**config.mk**
```make
export PLATFORM = sky130hd
export DESIGN_NAME = sha1_hash_engine
export DESIGN_NICKNAME = d
export VERILOG_FILES = /design/src/rtl/sha1_pkg.sv /design/src/rtl/sha1_front.sv /design/src/rtl/sha1_fifo.sv /design/src/rtl/sha1_core.sv /design/src/rtl/sha1_hash_engine.sv
export VERILOG_INCLUDE_DIRS = /design/src /design/src/rtl
export SDC_FILE = /design/constraint.sdc
export NUM_CORES = 2
export LEC_CHECK = 0
export BUFFER_PORTS_ARGS = -buffer_cell sky130_fd_sc_hd__clkbuf_2
export CAP_MARGIN = 20
export CORE_ASPECT_RATIO = 0.6
export CORE_MARGIN = 5
export CORE_UTILIZATION = 60
export CTS_BUF_LIST = sky130_fd_sc_hd__clkbuf_16
export CTS_CLUSTER_SIZE = 28
export DETAILED_ROUTE_END_ITERATION = 16
export HOLD_SLACK_MARGIN = 0.06
export PLACE_DENSITY = 0.76
export SYNTH_ARGS = -nofsm -noshare
export SYNTH_HDL_FRONTEND = slang
export SYNTH_SLANG_ARGS = --single-unit
```
**constraint.sdc**
```tcl
create_clock -name clk -period 17.5 [get_ports clk]
set_input_delay 2.625 -clock clk [delete_from_list [all_inputs] [get_ports clk]]
set_output_delay 2.625 -clock clk [all_outputs]
set_load 0.005 [all_outputs]
```
**src/rtl/assert_macros.svh**
```systemverilog
// Assertion helpers for the RTL files; sha1_hash_engine.sv includes them.
`ifndef ASSERT_MACROS_SVH
`define ASSERT_MACROS_SVH

// Same-cycle implication, checked only while reset is released.
`define ASSERT_IMPLIES(name, clk, rst_n, ante, cons) \
	name: assert property (@(posedge clk) disable iff (!rst_n) (ante) |-> (cons)) \
		else $error("Assertion failed.");

// Next-cycle implication, checked only while reset is released.
`define ASSERT_NEXT(name, clk, rst_n, ante, cons) \
	name: assert property (@(posedge clk) disable iff (!rst_n) (ante) |=> (cons)) \
		else $error("Assertion failed.");

`endif

```
**src/rtl/sha1_pkg.sv**
```systemverilog
package sha1_pkg;

	localparam int unsigned WordW      = 32;
	localparam int unsigned NumChain   = 5;
	localparam int unsigned WinDepth   = 16;
	localparam int unsigned FifoDepth  = 4;
	localparam int unsigned FifoPtrW   = $clog2(FifoDepth);
	localparam int unsigned FifoCntW   = FifoPtrW + 1;

	localparam logic [NumChain-1:0][WordW-1:0] IV_INIT = {
		32'hC3D2E1F0, 32'h10325476, 32'h98BADCFE, 32'hEFCDAB89, 32'h67452301
	};

	localparam logic [WordW-1:0] K_0 = 32'h5A827999;
	localparam logic [WordW-1:0] K_1 = 32'h6ED9EBA1;
	localparam logic [WordW-1:0] K_2 = 32'h8F1BBCDC;
	localparam logic [WordW-1:0] K_3 = 32'hCA62C1D6;

	localparam logic [6:0] ROUND_SCHED = 7'd16;
	localparam logic [6:0] ROUND_P1    = 7'd20;
	localparam logic [6:0] ROUND_P2    = 7'd40;
	localparam logic [6:0] ROUND_P3    = 7'd60;
	localparam logic [6:0] ROUND_LAST  = 7'd79;

	localparam logic [7:0] PAD_BYTE  = 8'h80;
	localparam logic [7:0] ZERO_BYTE = 8'h00;
	localparam logic [5:0] LEN_POS   = 6'd56;
	localparam logic [5:0] BLOCK_END = 6'd63;

	localparam logic [2:0] FIRST_WORD_IDX = 3'd0;
	localparam logic [2:0] LAST_WORD_IDX  = 3'd4;

	typedef enum logic [1:0] {
		CMD_BYTE      = 2'd0,
		CMD_BYTE_LAST = 2'd1,
		CMD_LAST      = 2'd2
	} cmd_kind_t;

	typedef struct packed {
		cmd_kind_t  kind;
		logic [7:0] data;
	} cmd_t;

	typedef enum logic [4:0] {
		ST_IDLE = 5'b00001,
		ST_PAD  = 5'b00010,
		ST_COMP = 5'b00100,
		ST_ADD  = 5'b01000,
		ST_EMIT = 5'b10000
	} core_state_t;

	function automatic logic [WordW-1:0] round_f(input logic [6:0] t,
			input logic [WordW-1:0] b, input logic [WordW-1:0] c,
			input logic [WordW-1:0] d);
		logic [WordW-1:0] f;
		if (t < ROUND_P1) begin
			f = (b & c) | (~b & d);
		end else if (t < ROUND_P2) begin
			f = b ^ c ^ d;
		end else if (t < ROUND_P3) begin
			f = (b & c) | (b & d) | (c & d);
		end else begin
			f = b ^ c ^ d;
		end
		return f;
	endfunction

	function automatic logic [WordW-1:0] round_k(input logic [6:0] t);
		logic [WordW-1:0] k;
		if (t < ROUND_P1) begin
			k = K_0;
		end else if (t < ROUND_P2) begin
			k = K_1;
		end else if (t < ROUND_P3) begin
			k = K_2;
		end else begin
			k = K_3;
		end
		return k;
	endfunction

endpackage

```
**src/rtl/sha1_front.sv**
```systemverilog
module sha1_front (
	input  logic              s_tvalid,
	output logic              s_tready,
	input  logic [7:0]        s_tdata,   // data_byte
	input  logic              s_tuser,   // has_byte
	input  logic              s_tlast,   // is_last
	input  logic              fifo_full,
	output logic              push,
	output sha1_pkg::cmd_t    cmd
);

	logic beat;

	assign s_tready = !fifo_full;
	assign beat     = s_tvalid && s_tready;

	// A beat with neither a byte nor the end mark has no effect and is dropped here.
	assign push = beat && (s_tuser || s_tlast);

	always_comb begin
		cmd.data = s_tdata;
		if (s_tuser && s_tlast) begin
			cmd.kind = sha1_pkg::CMD_BYTE_LAST;
		end else if (s_tuser) begin
			cmd.kind = sha1_pkg::CMD_BYTE;
		end else begin
			cmd.kind = sha1_pkg::CMD_LAST;
		end
	end

endmodule

```
**src/rtl/sha1_fifo.sv**
```systemverilog
module sha1_fifo (
	input  logic              clk,
	input  logic              arst_n,
	input  logic              push,
	input  sha1_pkg::cmd_t    wr_cmd,
	input  logic              pop,
	output logic              full,
	output logic              empty,
	output sha1_pkg::cmd_t    rd_cmd
);

	sha1_pkg::cmd_t                  mem_q [sha1_pkg::FifoDepth];
	logic [sha1_pkg::FifoPtrW-1:0]   wr_ptr_q;
	logic [sha1_pkg::FifoPtrW-1:0]   rd_ptr_q;
	logic [sha1_pkg::FifoCntW-1:0]   count_q;
	logic                            do_push;
	logic                            do_pop;

	assign full    = (count_q == sha1_pkg::FifoCntW'(sha1_pkg::FifoDepth));
	assign empty   = (count_q == '0);
	assign do_push = push && !full;
	assign do_pop  = pop && !empty;
	assign rd_cmd  = mem_q[rd_ptr_q];

	always_ff @(posedge clk) begin
		if (do_push) begin
			mem_q[wr_ptr_q] <= wr_cmd;
		end
	end

	always_ff @(posedge clk or negedge arst_n) begin
		if (!arst_n) begin
			wr_ptr_q <= '0;
			rd_ptr_q <= '0;
			count_q  <= '0;
		end else begin
			if (do_push) begin
				wr_ptr_q <= wr_ptr_q + 1'b1;
			end
			if (do_pop) begin
				rd_ptr_q <= rd_ptr_q + 1'b1;
			end
			if (do_push && !do_pop) begin
				count_q <= count_q + 1'b1;
			end else if (do_pop && !do_push) begin
				count_q <= count_q - 1'b1;
			end
		end
	end

endmodule

```
**src/rtl/sha1_core.sv**
```systemverilog
module sha1_core (
	input  logic              clk,
	input  logic              arst_n,
	input  logic              cmd_valid,
	input  sha1_pkg::cmd_t    cmd,
	output logic              pop,
	output logic              m_tvalid,
	input  logic              m_tready,
	output logic [31:0]       m_tdata,   // digest_word
	output logic [2:0]        m_tuser,   // word_index
	output logic              m_tlast    // last_word
);

	sha1_pkg::core_state_t    state_q;
	sha1_pkg::core_state_t    state_d;

	logic [31:0]  win_q   [sha1_pkg::WinDepth];
	logic [31:0]  regs_q  [sha1_pkg::NumChain];
	logic [31:0]  chain_q [sha1_pkg::NumChain];
	logic [60:0]  byte_count_q;
	logic [5:0]   pos_q;
	logic [6:0]   round_q;
	logic         fin_q;
	logic         sent80_q;
	logic         in_len_q;
	logic [63:0]  len_q;
	logic [2:0]   emit_idx_q;
	logic         out_valid_q;
	logic [31:0]  out_data_q;
	logic [2:0]   out_idx_q;

	logic         take_cmd;
	logic         wr_en;
	logic [7:0]   wr_byte;
	logic         len_sel;
	logic         block_done;
	logic         emit_load;
	logic         emit_done;
	logic [31:0]  w_sched;
	logic [31:0]  w_t;
	logic [31:0]  tmp;

	assign take_cmd  = (state_q == sha1_pkg::ST_IDLE) && cmd_valid;
	assign pop       = take_cmd;
	assign len_sel   = (state_q == sha1_pkg::ST_PAD) && sent80_q
		&& (in_len_q || (pos_q == sha1_pkg::LEN_POS));
	assign emit_load = (state_q == sha1_pkg::ST_EMIT) && (!out_valid_q || m_tready);
	assign emit_done = emit_load && (emit_idx_q == sha1_pkg::LAST_WORD_IDX);

	always_comb begin
		wr_en   = 1'b0;
		wr_byte = cmd.data;
		if (take_cmd) begin
			wr_en = (cmd.kind != sha1_pkg::CMD_LAST);
		end else if (state_q == sha1_pkg::ST_PAD) begin
			wr_en = 1'b1;
			if (!sent80_q) begin
				wr_byte = sha1_pkg::PAD_BYTE;
			end else if (len_sel) begin
				wr_byte = len_q[63:56];
			end else begin
				wr_byte = sha1_pkg::ZERO_BYTE;
			end
		end
	end

	assign block_done = wr_en && (pos_q == sha1_pkg::BLOCK_END);

	always_comb begin
		logic [31:0] x;
		x       = win_q[13] ^ win_q[8] ^ win_q[2] ^ win_q[0];
		w_sched = {x[30:0], x[31]};
		w_t     = (round_q < sha1_pkg::ROUND_SCHED) ? win_q[0] : w_sched;
		tmp     = {regs_q[0][26:0], regs_q[0][31:27]}
			+ sha1_pkg::round_f(round_q, regs_q[1], regs_q[2], regs_q[3])
			+ regs_q[4] + w_t + sha1_pkg::round_k(round_q);
	end

	always_comb begin
		state_d = state_q;
		unique case (state_q)
			sha1_pkg::ST_IDLE: begin
				if (take_cmd) begin
					if (block_done) begin
						state_d = sha1_pkg::ST_COMP;
					end else if (cmd.kind != sha1_pkg::CMD_BYTE) begin
						state_d = sha1_pkg::ST_PAD;
					end
				end
			end
			sha1_pkg::ST_PAD: begin
				if (block_done) begin
					state_d = sha1_pkg::ST_COMP;
				end
			end
			sha1_pkg::ST_COMP: begin
				if (round_q == sha1_pkg::ROUND_LAST) begin
					state_d = sha1_pkg::ST_ADD;
				end
			end
			sha1_pkg::ST_ADD: begin
				if (!fin_q) begin
					state_d = sha1_pkg::ST_IDLE;
				end else if (in_len_q) begin
					state_d = sha1_pkg::ST_EMIT;
				end else begin
					state_d = sha1_pkg::ST_PAD;
				end
			end
			sha1_pkg::ST_EMIT: begin
				if (emit_done) begin
					state_d = sha1_pkg::ST_IDLE;
				end
			end
			default: begin
				state_d = sha1_pkg::ST_IDLE;
			end
		endcase
	end

	// Block buffer: bytes shift in big-endian; during rounds it rolls the schedule.
	always_ff @(posedge clk) begin
		if (wr_en) begin
			for (int i = 0; i < sha1_pkg::WinDepth - 1; i++) begin
				win_q[i] <= {win_q[i][23:0], win_q[i+1][31:24]};
			end
			win_q[sha1_pkg::WinDepth-1] <= {win_q[sha1_pkg::WinDepth-1][23:0], wr_byte};
		end else if (state_q == sha1_pkg::ST_COMP) begin
			for (int i = 0; i < sha1_pkg::WinDepth - 1; i++) begin
				win_q[i] <= win_q[i+1];
			end
			win_q[sha1_pkg::WinDepth-1] <= w_t;
		end
	end

	always_ff @(posedge clk) begin
		if (emit_load) begin
			out_data_q <= chain_q[emit_idx_q];
			out_idx_q  <= emit_idx_q;
		end
	end

	always_ff @(posedge clk or negedge arst_n) begin
		if (!arst_n) begin
			state_q      <= sha1_pkg::ST_IDLE;
			byte_count_q <= '0;
			pos_q        <= '0;
			round_q      <= '0;
			fin_q        <= 1'b0;
			sent80_q     <= 1'b0;
			in_len_q     <= 1'b0;
			len_q        <= '0;
			emit_idx_q   <= '0;
			out_valid_q  <= 1'b0;
			for (int i = 0; i < sha1_pkg::NumChain; i++) begin
				chain_q[i] <= sha1_pkg::IV_INIT[i];
				regs_q[i]  <= '0;
			end
		end else begin
			state_q <= state_d;

			if (wr_en) begin
				pos_q <= pos_q + 6'd1;
			end
			if (take_cmd && wr_en) begin
				byte_count_q <= byte_count_q + 61'd1;
			end
			if (take_cmd && (cmd.kind != sha1_pkg::CMD_BYTE)) begin
				fin_q <= 1'b1;
			end

			if ((state_q == sha1_pkg::ST_PAD) && !sent80_q) begin
				sent80_q <= 1'b1;
				len_q    <= {byte_count_q, 3'b000};
			end else if (len_sel) begin
				in_len_q <= 1'b1;
				len_q    <= {len_q[55:0], 8'h00};
			end

			if (block_done) begin
				round_q <= '0;
				for (int i = 0; i < sha1_pkg::NumChain; i++) begin
					regs_q[i] <= chain_q[i];
				end
			end else if (state_q == sha1_pkg::ST_COMP) begin
				round_q   <= round_q + 7'd1;
				regs_q[0] <= tmp;
				regs_q[1] <= regs_q[0];
				regs_q[2] <= {regs_q[1][1:0], regs_q[1][31:2]};
				regs_q[3] <= regs_q[2];
				regs_q[4] <= regs_q[3];
			end

			if (state_q == sha1_pkg::ST_ADD) begin
				round_q <= '0;
				for (int i = 0; i < sha1_pkg::NumChain; i++) begin
					chain_q[i] <= chain_q[i] + regs_q[i];
				end
			end

			if (emit_load) begin
				out_valid_q <= 1'b1;
			end else if (m_tready) begin
				out_valid_q <= 1'b0;
			end
			if (emit_done) begin
				emit_idx_q   <= sha1_pkg::FIRST_WORD_IDX;
				byte_count_q <= '0;
				pos_q        <= '0;
				fin_q        <= 1'b0;
				sent80_q     <= 1'b0;
				in_len_q     <= 1'b0;
				for (int i = 0; i < sha1_pkg::NumChain; i++) begin
					chain_q[i] <= sha1_pkg::IV_INIT[i];
				end
			end else if (emit_load) begin
				emit_idx_q <= emit_idx_q + 3'd1;
			end
		end
	end

	assign m_tvalid = out_valid_q;
	assign m_tdata  = out_data_q;
	assign m_tuser  = out_idx_q;
	assign m_tlast  = (out_idx_q == sha1_pkg::LAST_WORD_IDX);

endmodule

```
**src/rtl/sha1_hash_engine.sv**
```systemverilog
// SHA-1 hash engine. Message bytes enter one beat at a time on the slave stream; a beat with
// tlast high ends the message, with or without a byte (tuser low). The engine pads the message,
// finishes it and sends the 160-bit digest as five beats, H0 first, with tlast on the fifth,
// then starts the next message from the initial vector. A four-entry queue takes input beats at
// one per cycle while it is not full, also while the hashing core works. The core takes message
// bytes only while idle; each 64-byte block, padding included, runs 80 rounds on one shared
// round unit plus the chaining add. The digest beats wait while the output is stalled, and on a
// long message the round unit bounds the rate.
`include "assert_macros.svh"

module sha1_hash_engine (
	input  logic        clk,
	input  logic        arst_n,
	input  logic        s_tvalid,
	output logic        s_tready,
	input  logic [7:0]  s_tdata,   // data_byte
	input  logic        s_tuser,   // has_byte
	input  logic        s_tlast,   // is_last
	output logic        m_tvalid,
	input  logic        m_tready,
	output logic [31:0] m_tdata,   // digest_word
	output logic [2:0]  m_tuser,   // word_index
	output logic        m_tlast    // last_word
);

	sha1_pkg::cmd_t cmd_in;
	sha1_pkg::cmd_t cmd_out;
	logic           push;
	logic           pop;
	logic           fifo_full;
	logic           fifo_empty;

	sha1_front u_front (
		.s_tvalid  (s_tvalid),
		.s_tready  (s_tready),
		.s_tdata   (s_tdata),
		.s_tuser   (s_tuser),
		.s_tlast   (s_tlast),
		.fifo_full (fifo_full),
		.push      (push),
		.cmd       (cmd_in)
	);

	sha1_fifo u_fifo (
		.clk    (clk),
		.arst_n (arst_n),
		.push   (push),
		.wr_cmd (cmd_in),
		.pop    (pop),
		.full   (fifo_full),
		.empty  (fifo_empty),
		.rd_cmd (cmd_out)
	);

	sha1_core u_core (
		.clk       (clk),
		.arst_n    (arst_n),
		.cmd_valid (!fifo_empty),
		.cmd       (cmd_out),
		.pop       (pop),
		.m_tvalid  (m_tvalid),
		.m_tready  (m_tready),
		.m_tdata   (m_tdata),
		.m_tuser   (m_tuser),
		.m_tlast   (m_tlast)
	);

	`ASSERT_IMPLIES(a_no_push_when_full, clk, arst_n, push, !fifo_full)
	`ASSERT_IMPLIES(a_empty_beat_dropped, clk, arst_n, s_tvalid && s_tready && !s_tuser && !s_tlast, !push)
	`ASSERT_IMPLIES(a_last_on_final_word, clk, arst_n, m_tvalid, m_tlast == (m_tuser == sha1_pkg::LAST_WORD_IDX))
	`ASSERT_NEXT(a_index_restarts, clk, arst_n, m_tvalid && m_tready && m_tlast, !m_tvalid || (m_tuser == sha1_pkg::FIRST_WORD_IDX))

endmodule

```
==> reports/metrics.csv <==
stage,metric,value,unit
setup_path,critical_path.top_delay_family,compound AO/OA/AOI/OAI gates,
routing,wl_per_cell,21.9,µm
logic_synthesis,yosysWarnings,0,
routing,dr.pass1.iters,7,
sta,rsz0062_at_grt,no,
cts,cts-root-buf,clkbuf_16,
setup_path,path_buf_inv,4,
cts,cts_buffer_depth,3,
floorplan,die_area,0.106,mm²
floorplan,initial_core_util,60.5,%
final_layout,post-route-util,65.2,%
floorplan,core_area,0.0982,mm²
setup_path,critPathMaxFanout,37,
setup_path,regToRegEndpoint,u_core.regs_q[157]$_DFFE_PN0P_,
sta,hold_viol_final,0,
floorplan,die_x,416,µm
floorplan,ioPinCount,52,
cts,clkSinkCount,1061,
final_layout,area_growth,7.89,%
cts,tritoncts,built,
cts,clk_pin_slew,70,ps
final_layout,most-common-layout-cells,"nand2_1 (2003), edfxtp_1 (587), dfrtp_1 (390)",
setup_path,slowest_delay,870,ps
global_route,grt_pass1_wl,254000,µm
cts,postCtsHoldBufs,0,
global_route,track_usage,30.9,%
cts,clk_latency,750,ps
final_layout,final_common_cell,nand2_1,
cts,cts_resized,0,
final_layout,final_nets,6462,
routing,vias,46100,
setup_path,r2r_slack,9980,ps
setup_path,critPathLaunch,u_core.round_q[5]$_DFFE_PN0P_,
routing,drc_errors,0,
floorplan,die_height,254,µm
final_layout,antennaDiodeCount,0,
setup_path,critPathCaptureType,register,
setup_path,required,18060,ps
sta,slew_viol_final,0,
floorplan,num_rows,89,
worst_hold_path,hold_path.class,register to register,
cts,post-cts-setup-buffer-count,0,
setup_path,reg2reg_depth,24,
placement,place_congestion,0.998,
global_route,grt_max_degree,219,
sta,skew,44.9,ps
global_route,grt_overflow,0,
logic_synthesis,ys_ff_latch,1061,
sta,slew_headroom,11.2,%
logic_synthesis,synth-edff-count,587,
placement,hpwl,114000,µm
cts,cts.htree.levels,3,
sta,max_freq,0.133,GHz
logic_synthesis,synth-seq-area-share,49.8,%
cts,numCtsBuffers,99,
global_route,grt_pass1_vias,43000,
logic_synthesis,syn_avg_cell_area,9.61,µm²
routing,wirelength,165000,µm
logic_synthesis,synthArstFlopShare,44.7,%
final_layout,drive_above_1_share,7.04,%
setup_path,crit_slowest_cell,or3_2,
setup_path,cp-start-kind,register,
sta,period_minus_slack,7520,ps
routing,vias_per_cell,6.15,
setup_path,cp.depth,24,
logic_synthesis,syn_area,0.0594,mm²
setup_path,crit_end,u_core.regs_q[157]$_DFFE_PN0P_,
setup_path,crit_type,register to register,
logic_synthesis,synthCells,6179,
routing,dr.first_iter.drc_count,6301,
setup_path,cp_cell_sequence,"o21ai_0, or3_2, nand2_1, buf_4, o221a_2, fa_1, inv_1, fa_1, fa_1, inv_1, ha_1, inv_1, fa_1, nor2b_1, o21ai_1, a21boi_0, o31ai_1, o221ai_1, o41a_1, a31oi_1, o21ai_1, a311oi_1, xnor2_1, o21ai_0",
sta,tns,0,ps
routing,antenna_left,0,
sta,worst_pin_slew,1320,ps
logic_synthesis,synth_cell_types,88,
sta,fin_crit_sh,43.0,%
logic_synthesis,synth_nets,6548,
placement,io_buffers,51,
logic_synthesis,ys.flop_type,edfxtp_1,
sta,finalSetupViolCount,0,
global_route,grt_antenna_before_repair,5,
job,drv_cap,0,
setup_path,r2r_start,u_core.round_q[5]$_DFFE_PN0P_,
setup_path,crit_top_cell,fa_1,
outcome,outcome,finished clean,
setup_path,arrival,8080,ps
==> Yosys cell counts, drive strengths merged, types with 125 or more instances <==
cell type / number / share of area (%)
a21oi: 258 / 2.2
a22oi: 135 / 1.7
clkbuf: 263 / 1.7
dfrtp: 393 / 17
edfxtp: 587 / 30
fa: 125 / 4.2
ha: 230 / 4.8
inv: 283 / 1.8
nand2: 2005 / 13
nor2: 261 / 1.7
o21ai: 375 / 3.2
xnor2: 192 / 2.8
==> logic make-up (layout without fill, tap and decap cells) <==
logic type | Yosys count | in the layout | share of synthesized area (%)
AOI/OAI and AO/OA | 1098 | 1098 | 11.6
xor gates and xnor gates | 308 | 308 | 4.54
adders and majority gates | 355 | 355 | 9.06
buffers and inverters | 577 | 577 | 3.71
DFF | 1061 | 1061 | 49.8
muxes | 121 | 121 | 2.95
and+or+nand+nor | 2659 | 2659 | 18.3
==> registers in the layout, summed over array words and instances (netlist names) <==
| name | flops |
|---|---|
| u_fifo.mem_q | 40 |
| u_core.m_tvalid | 1 |
| u_fifo.count_q | 3 |
| u_core.regs_q | 160 |
| u_core.emit_idx_q | 3 |
| u_fifo.wr_ptr_q | 2 |
| u_core.state_q | 5 |
| u_core.win_q | 512 |
| u_core.len_q | 61 |
| u_fifo.rd_ptr_q | 2 |
| u_core.pos_q | 6 |
| u_core.m_tdata | 32 |
| u_core.byte_count_q | 61 |
| u_core.sent80_q | 1 |
| u_core.round_q | 7 |
| u_core.fin_q | 1 |
| u_core.chain_q | 160 |
| u_core.m_tuser | 3 |
| u_core.in_len_q | 1 |
==> per-stage QoR <==
| step | hold WS, ps | instance area, µm² | instances | worst slack (ps) |
|---|---|---|---|---|
| CTS | 514 | 64000 | 7496 | 10220 |
| floorplan | 423 | 59400 | 6179 | 3590 |
| finish | 522 | 64100 | 7498 | 9980 |
| global placement | 488 | 60700 | 7309 | 10500 |
| detailed placement | 502 | 60700 | 7309 | 10270 |
| global route | 534 | 64100 | 7498 | 9650 |
==> area by class of cell <==
type | count | area, µm²
clock buffer | 101 | 2530
clock inverter | 86 | 791
fill | 7784 | 34100
inverter | 284 | 1070
multi-input combinational | 4541 | 27700
sequential | 1061 | 29600
tap | 1319 | 1650
timing repair buffer | 106 | 748
==> layer usage <==
metal  up-vias  global-route usage, %  share of wire (%)
met5         -                  0.758              0.094
met4         4                   5.77                1.7
met3       230                   14.0                 15
met2      2356                   39.3                 38
met1     22500                   48.2                 45
li1      21000                      -                  -
==> worst min path at each step <==
| stage | from | end | slack [ps] | depth (start not counted) |
|---|---|---|---|---|
| 3_3_place_gp | u_core.chain_q[63]$_DFFE_PN0P_ | u_core.chain_q[63]$_DFFE_PN0P_ | 490 | 1 |
| 5_1_grt | u_core.chain_q[63]$_DFFE_PN0P_ | u_core.chain_q[63]$_DFFE_PN0P_ | 530 | 1 |
| 2_1_floorplan | u_core.emit_idx_q[2]$_DFFE_PN0P_ | u_core.m_tuser[2]$_DFFE_PP_ | 420 | 0 |
| 4_1_cts | u_core.chain_q[63]$_DFFE_PN0P_ | u_core.chain_q[63]$_DFFE_PN0P_ | 510 | 1 |
| 6_report | u_core.chain_q[63]$_DFFE_PN0P_ | u_core.chain_q[63]$_DFFE_PN0P_ | 520 | 1 |
| 3_5_place_dp | u_core.chain_q[63]$_DFFE_PN0P_ | u_core.chain_q[63]$_DFFE_PN0P_ | 500 | 1 |
Power is left out: the tool's default activity adds up to more than one toggle a clock period on the data nets, which glitch-free logic cannot reach.
